File: config.mk
export PLATFORM = sky130hd
export DESIGN_NAME = fletcher16_frame_receiver
export DESIGN_NICKNAME = d
export VERILOG_FILES = /design/src/f16fr_pkg.sv /design/src/f16fr_sum.sv /design/src/fletcher16_frame_receiver.sv
export SDC_FILE = /design/constraint.sdc
export NUM_CORES = 1
export LEC_CHECK = 0
export BUFFER_PORTS_ARGS = -buffer_cell sky130_fd_sc_hd__clkbuf_2
export CAP_MARGIN = 20
export CORE_MARGIN = 2
export CORE_UTILIZATION = 55
export DETAILED_ROUTE_END_ITERATION = 12
export MAX_ROUTING_LAYER = met4
export PLACE_DENSITY = 0.86
export SLEW_MARGIN = 20
export SYNTH_ARGS = -nofsm -noshare
export SYNTH_HDL_FRONTEND = slang
export SYNTH_SLANG_ARGS = --single-unit
File: constraint.sdc
create_clock -name i_clk -period 8.3 [get_ports i_clk]
set_input_delay 1.66 -clock i_clk [delete_from_list [all_inputs] [get_ports i_clk]]
set_output_delay 1.66 -clock i_clk [all_outputs]
set_load 0.05 [all_outputs]
File: src/f16fr_pkg.sv
// Shared types, constants and helpers for the Fletcher-16 frame receiver.
// No dependencies; imported by every module of the block.
`timescale 1ns / 1ps

package f16fr_pkg;

    localparam int MAX_PAYLOAD_BYTES = 7;

    localparam logic [7:0] SYNC_FIRST  = 8'hF0;
    localparam logic [7:0] SYNC_SECOND = 8'h0D;
    localparam logic [8:0] MOD_SUM     = 9'd255;

    localparam logic [2:0] LEN_CAL    = 3'd1;
    localparam logic [2:0] LEN_NOZZLE = 3'd5;
    localparam logic [2:0] LEN_COLOR  = 3'd7;

    // configuration register indexes
    localparam logic [2:0] REG_CAL_TYPE    = 3'd0;
    localparam logic [2:0] REG_NOZZLE_TYPE = 3'd1;
    localparam logic [2:0] REG_COLOR_TYPE  = 3'd2;
    localparam logic [2:0] REG_START_CODE  = 3'd3;

    typedef enum logic [1:0] {
        KIND_CAL    = 2'd0,
        KIND_NOZZLE = 2'd1,
        KIND_COLOR  = 2'd2
    } t_kind;

    typedef enum logic [5:0] {
        ST_HUNT    = 6'b000001,
        ST_SYNC    = 6'b000010,
        ST_TYPE    = 6'b000100,
        ST_PAYLOAD = 6'b001000,
        ST_CHK_HI  = 6'b010000,
        ST_CHK_LO  = 6'b100000
    } t_state;

    typedef struct packed {
        logic [7:0] hi;
        logic [7:0] lo;
    } t_sum;

    function automatic logic [2:0] kind_length(input logic [1:0] kind);
        logic [2:0] len;
        case (kind)
            KIND_CAL:    len = LEN_CAL;
            KIND_NOZZLE: len = LEN_NOZZLE;
            default:     len = LEN_COLOR;
        endcase
        return len;
    endfunction

    // a kind longer than the payload store is treated as unknown
    function automatic logic kind_fits(input logic [1:0] kind);
        return 32'(kind_length(kind)) <= 32'(MAX_PAYLOAD_BYTES);
    endfunction

endpackage

File: src/f16fr_sum.sv
// Fletcher-16 step: folds one byte into both running sums, each mod 255.
// Depends on f16fr_pkg.
`timescale 1ns / 1ps

module f16fr_sum import f16fr_pkg::*; (
    input  t_sum       i_sum,
    input  logic       i_restart,
    input  logic [7:0] i_byte,
    output t_sum       o_sum
);

    t_sum       base;
    logic [8:0] lo_raw;
    logic [7:0] lo_new;
    logic [8:0] hi_raw;

    // both halves stay below 255, so one conditional subtract is enough
    always_comb begin
        base   = i_restart ? '0 : i_sum;
        lo_raw = {1'b0, base.lo} + {1'b0, i_byte};
        lo_new = (lo_raw >= MOD_SUM) ? 8'(lo_raw - MOD_SUM) : lo_raw[7:0];
        hi_raw = {1'b0, base.hi} + {1'b0, lo_new};
        o_sum.lo = lo_new;
        o_sum.hi = (hi_raw >= MOD_SUM) ? 8'(hi_raw - MOD_SUM) : hi_raw[7:0];
    end

endmodule

File: src/fletcher16_frame_receiver.sv
// Fletcher-16 framed serial receiver, top level. Uses f16fr_pkg, f16fr_sum.
// Throughput: one byte word per cycle; the parse state steps once per accepted word.
// Latency: a frame's result is valid in the cycle after its low checksum word is taken.
// The result register parts the sides: input stalls only on a low checksum word
// while a previous result is still unread.
// Reset (synchronous, active low): hunting for sync, no result held, codes 1, 2, 3, 1.
`timescale 1ns / 1ps

module fletcher16_frame_receiver import f16fr_pkg::*; (
    input  logic        i_clk,
    input  logic        i_rst_n,
    input  logic        i_cfg_we,
    input  logic [2:0]  i_cfg_index,
    input  logic [7:0]  i_cfg_data,
    input  logic        i_rx_valid,
    output logic        o_rx_ready,
    input  logic [7:0]  i_rx_byte,
    output logic        o_msg_valid,
    input  logic        i_msg_ready,
    output logic [1:0]  o_msg_kind,
    output logic [55:0] o_payload_bits,
    output logic [2:0]  o_payload_count,
    output logic        o_checksum_ok,
    output logic        o_start_calibration
);

    logic [7:0]  r_cal_code, r_nozzle_code, r_color_code, r_start_code;
    t_state      r_state, n_state;
    logic [2:0]  r_left, n_left;
    t_sum        r_sum, n_sum;
    logic [1:0]  r_kind, n_kind;
    logic [55:0] r_payload, n_payload;
    logic [7:0]  r_chk_hi, n_chk_hi;
    logic        r_out_valid;
    logic [1:0]  r_out_kind;
    logic [55:0] r_out_payload;
    logic [2:0]  r_out_count;
    logic        r_out_ok, r_out_start;

    logic        accept, sum_en, restart, type_hit, ok;
    logic [1:0]  type_kind;
    logic [2:0]  pos;

    // ---------------- configuration ----------------
    always_ff @(posedge i_clk) begin
        if (!i_rst_n) begin
            r_cal_code    <= 8'd1;
            r_nozzle_code <= 8'd2;
            r_color_code  <= 8'd3;
            r_start_code  <= 8'd1;
        end else if (i_cfg_we) begin
            case (i_cfg_index)
                REG_CAL_TYPE:    r_cal_code    <= i_cfg_data;
                REG_NOZZLE_TYPE: r_nozzle_code <= i_cfg_data;
                REG_COLOR_TYPE:  r_color_code  <= i_cfg_data;
                REG_START_CODE:  r_start_code  <= i_cfg_data;
                default: ;
            endcase
        end
    end

    assign o_rx_ready = !(r_state == ST_CHK_LO && r_out_valid && !i_msg_ready);
    assign accept     = i_rx_valid && o_rx_ready;

    f16fr_sum u_sum (
        .i_sum     (r_sum),
        .i_restart (restart),
        .i_byte    (i_rx_byte),
        .o_sum     (n_sum)
    );

    // type decode, calibration first
    always_comb begin
        type_hit  = 1'b1;
        type_kind = KIND_CAL;
        if (i_rx_byte == r_cal_code)         type_kind = KIND_CAL;
        else if (i_rx_byte == r_nozzle_code) type_kind = KIND_NOZZLE;
        else if (i_rx_byte == r_color_code)  type_kind = KIND_COLOR;
        else                                 type_hit  = 1'b0;
        if (!kind_fits(type_kind)) type_hit = 1'b0;
    end

    assign pos = kind_length(r_kind) - r_left;
    assign ok  = ({r_chk_hi, i_rx_byte} == {r_sum.hi, r_sum.lo});

    always_comb begin
        n_state   = r_state;
        n_left    = r_left;
        n_kind    = r_kind;
        n_payload = r_payload;
        n_chk_hi  = r_chk_hi;
        sum_en    = 1'b0;
        restart   = 1'b0;
        case (r_state)
            ST_HUNT: begin
                if (i_rx_byte == SYNC_FIRST) begin
                    restart = 1'b1;
                    sum_en  = 1'b1;
                    n_state = ST_SYNC;
                end
            end
            ST_SYNC: begin
                // a bad second sync word is dropped, not retried as a first
                if (i_rx_byte == SYNC_SECOND) begin
                    sum_en  = 1'b1;
                    n_state = ST_TYPE;
                end else begin
                    n_state = ST_HUNT;
                end
            end
            ST_TYPE: begin
                if (type_hit) begin
                    sum_en    = 1'b1;
                    n_kind    = type_kind;
                    n_left    = kind_length(type_kind);
                    n_payload = '0;
                    n_state   = ST_PAYLOAD;
                end else begin
                    n_state = ST_HUNT;
                end
            end
            ST_PAYLOAD: begin
                sum_en = 1'b1;
                for (int k = 0; k < MAX_PAYLOAD_BYTES; k++) begin
                    if (32'(pos) == k) n_payload[8*k +: 8] = i_rx_byte;
                end
                n_left = r_left - 3'd1;
                if (r_left == 3'd1) n_state = ST_CHK_HI;
            end
            ST_CHK_HI: begin
                n_chk_hi = i_rx_byte;
                n_state  = ST_CHK_LO;
            end
            ST_CHK_LO: begin
                n_state = ST_HUNT;
                n_left  = '0;
            end
            default: begin
                n_state = ST_HUNT;
                n_left  = '0;
            end
        endcase
    end

    always_ff @(posedge i_clk) begin
        if (!i_rst_n) begin
            r_state   <= ST_HUNT;
            r_left    <= '0;
            r_sum     <= '0;
            r_kind    <= KIND_CAL;
            r_payload <= '0;
            r_chk_hi  <= '0;
        end else if (accept) begin
            r_state   <= n_state;
            r_left    <= n_left;
            r_kind    <= n_kind;
            r_payload <= n_payload;
            r_chk_hi  <= n_chk_hi;
            if (sum_en) r_sum <= n_sum;
        end
    end

    // ---------------- result register ----------------
    always_ff @(posedge i_clk) begin
        if (!i_rst_n) begin
            r_out_valid <= 1'b0;
        end else if (accept && r_state == ST_CHK_LO) begin
            r_out_valid <= 1'b1;
        end else if (i_msg_ready) begin
            r_out_valid <= 1'b0;
        end
    end

    always_ff @(posedge i_clk) begin
        if (accept && r_state == ST_CHK_LO) begin
            r_out_kind    <= r_kind;
            r_out_payload <= r_payload;
            r_out_count   <= kind_length(r_kind);
            r_out_ok      <= ok;
            r_out_start   <= ok && (r_kind == KIND_CAL) && (r_payload[7:0] == r_start_code);
        end
    end

    assign o_msg_valid         = r_out_valid;
    assign o_msg_kind          = r_out_kind;
    assign o_payload_bits      = r_out_payload;
    assign o_payload_count     = r_out_count;
    assign o_checksum_ok       = r_out_ok;
    assign o_start_calibration = r_out_start;

endmodule

==> qor.txt <==
TritonCTS buffer count - 17
Number of global-route vias before repair - 6229
Worst Path Class, Setup - primary input to flip-flop
Syn Nets - 898
GPL Wtd Cong - 0.9428
Commonest cells in the netlist - dfxtp_1, nor2_1, nand2_1, edfxtp_1, a32oi_1
R2R setup slack - 1690 ps
Clock Skew - 12.56 ps
R2R Path End - r_sum[12]
Site Rows - 45
Setup_tns - 0 ps
Count leader, synth - dfxtp_1
First-pass GRT wire length - 31.91 mm
Htree depth - 4
Diode count - 0
Cell leakage power - 0.003904 µW
Tcrit/Tclk final - 0.9247
Post-detail-place hpwl - 13.38 mm
CTS max path bufs - 2
Count of different cell masters after synthesis - 62
Worst relative slew slack - 0.3384
Worst-Skew Late Latency - 430 ps
TritonCTS clock tree - done
Synth Cell Area - 8458 µm²
Outcome - finished clean
Starting Density - 0.5605
Drt first pass iters - 5
Power Dens Cells - 192.8 nW/µm²
Residual DRC - 0
Core ar. - 15090 µm²
Initial antenna violation count - 0
Crit end category - flip-flop
CTS resizes - 0
Share of cells above drive strength 1 - 0.1522
Worst reg2reg path depth - 20
Final std cells w/o fill - 1121
Synth warn - 0
Routed via count - 6868
Max-cap violations - 0
Worst Hold End - o_payload_bits[49]
Cell taking the most area after synthesis - dfxtp_1
CP Data Required Time - 8640 ps
Post-synth top flop - dfxtp_1
Total GRT Usage - 0.2542
Chip width - 128.0 µm
Final max-slew violation count - 0
Sink Count - 186
Reg clk slew, reported paths - 70 ps
Final ANT Viol Nets - 0
Sequential element share of the synthesized area - 0.5136
Fmax - 130.3 MHz
Cell Count Post-Placement - 1089
Placement-stage cell area - 9030 µm²
Port bufs - 87
Number of synthesized register bits - 186
WP data arrival - 8020 ps
GRT overflow - 0
Fin crit period - 7675 ps
Hold_sp - r_payload[49]
Largest cells by area after synthesis - dfxtp_1, edfxtp_1, a32oi_1
Post-synth EDFFs - 62
Syn avg cell area - 9.939 µm²
VDD IR max - 0.0001543 V
Final wirelength - 20.17 mm
Worst Max-Slew Pin Slew - 984.8 ps
Area growth from synthesis to layout - 13.93%
Syn Inst Count - 851
Top cell type's share of synthesized area - 0.2935
Crit start category - primary input
RR Startpoint - r_state[5]
RSZ-0062 raised after global routing - no
Hold Path Class - flip-flop to flip-flop
Post-CTS setup buffer count - 0
I/O Pins - 89
Setup-failing EPs final - 0
Nets - 967
Largest net degree at the start of global routing - 65
1st-iter DRT viols - 742
Wire length per cell - 17.99 µm
Die area - 16390 µm²
Via density - 6.127
CP max FO - 8
Die height - 128.0 µm
CTS Hold Bufs - 0
Post-synth ARST share - 0
Root Driver - clkbuf_16
Final Hold Fails - 0
WHS Path Cells - 0
Post-route cell area - 9637 µm²
final cells by class:
type | instances | area [µm²]
multi-input combinational | 601 | 3869
timing repair buffer | 99 | 525.5
clock buffer | 17 | 425.4
sequential | 186 | 4344
fill | 1203 | 5453
clock inverter | 15 | 181.4
inverter | 15 | 56.30
tap | 188 | 235.2
worst max path at each step:
stage	start	endpoint	slack, ps	depth (start not counted)
final	i_rx_byte[0]	r_sum[12]	630	21
after global routing	i_rx_byte[0]	r_sum[12]	150	21
after CTS	i_rx_byte[0]	r_sum[12]	730	21
after detailed placement	i_rx_byte[0]	r_sum[12]	280	21
after global placement	i_rx_byte[0]	r_sum[12]	410	21
after floorplan	i_rx_byte[0]	r_sum[12]	730	20
per-stage QoR:
stage | total power, µW | setup WS (ps) | hold slack [ps] | util
final | 1858 | 625.1 | 437.1 | 0.6386
after global routing | 1907 | 147.3 | 440.8 | 0.6386
after CTS | 1863 | 726.9 | 437.0 | 0.6386
after detailed placement | 1054 | 285.0 | 418.7 | 0.5984
after global placement | 1053 | 409.2 | 414.4 | 0.5984
after floorplan | 1021 | 733.3 | 409.0 | -
sequential cells by signal, indices dropped and copies added, names as in the netlist:
name,flops
r_color_code,8
o_payload_bits,56
r_payload,56
r_state,6
o_start_calibration,1
r_nozzle_code,8
r_left,3
o_payload_count,2
r_kind,2
o_checksum_ok,1
r_chk_hi,8
r_cal_code,8
o_msg_valid,1
o_msg_kind,2
r_sum,16
r_start_code,8
layer usage:
layer	track usage	wire, µm	vias to the layer above	share of wire
li1	-	-	3261	-
met1	0.3332	8698	3268	0.43
met2	0.3995	9701	300	0.48
met3	0.04299	1297	39	0.064
met4	0.09373	474	0	0.023
met5	-	0	-	0
cell families after synthesis:
group,share of synthesized area
simple gates,0.1812
buf+inv,0.02988
compound gates,0.1562
fa+ha+maj,0.03580
other cells,0.0004434
xor+xnor,0.06627
mux,0.01657
flops,0.5136
critical path: stages:
cell and delay [ps]:
clkbuf_2 130, or4_1 640, nor4b_4 420, nor2b_1 90, ha_1 220, fa_1 420
a211o_1 330, a211oi_1 280, o21bai_1 120, a21o_1 260, a31oi_1 470, mux2i_1 290
inv_1 110, fa_1 470, a211oi_2 330, o21ai_1 150, a211oi_2 320, nand2_1 140
o41a_1 530, or3_1 370, a311oi_1 250
power breakdown:
group / switching [µW] / internal [µW]
sequential: 2.65 / 937
clock: 365 / 456
combinational: 66.9 / 29.7
total: 435 / 1420
cell usage in the layout, fill, tap and decap left out, types with 12 or more instances in the layout:
master / count
clkbuf_2: 87
o21ai_0: 22
a32oi_1: 57
buf_4: 12
xnor2_1: 26
xor2_1: 38
inv_1: 14
mux2i_1: 14
dfxtp_1: 124
a21oi_1: 50
clkbuf_16: 17
nand3_1: 18
ha_1: 21
nand4_1: 18
nor2_1: 92
nand2_1: 91
edfxtp_1: 62
nor2b_1: 21
Note: power is estimated with default switching activity, not from simulation.
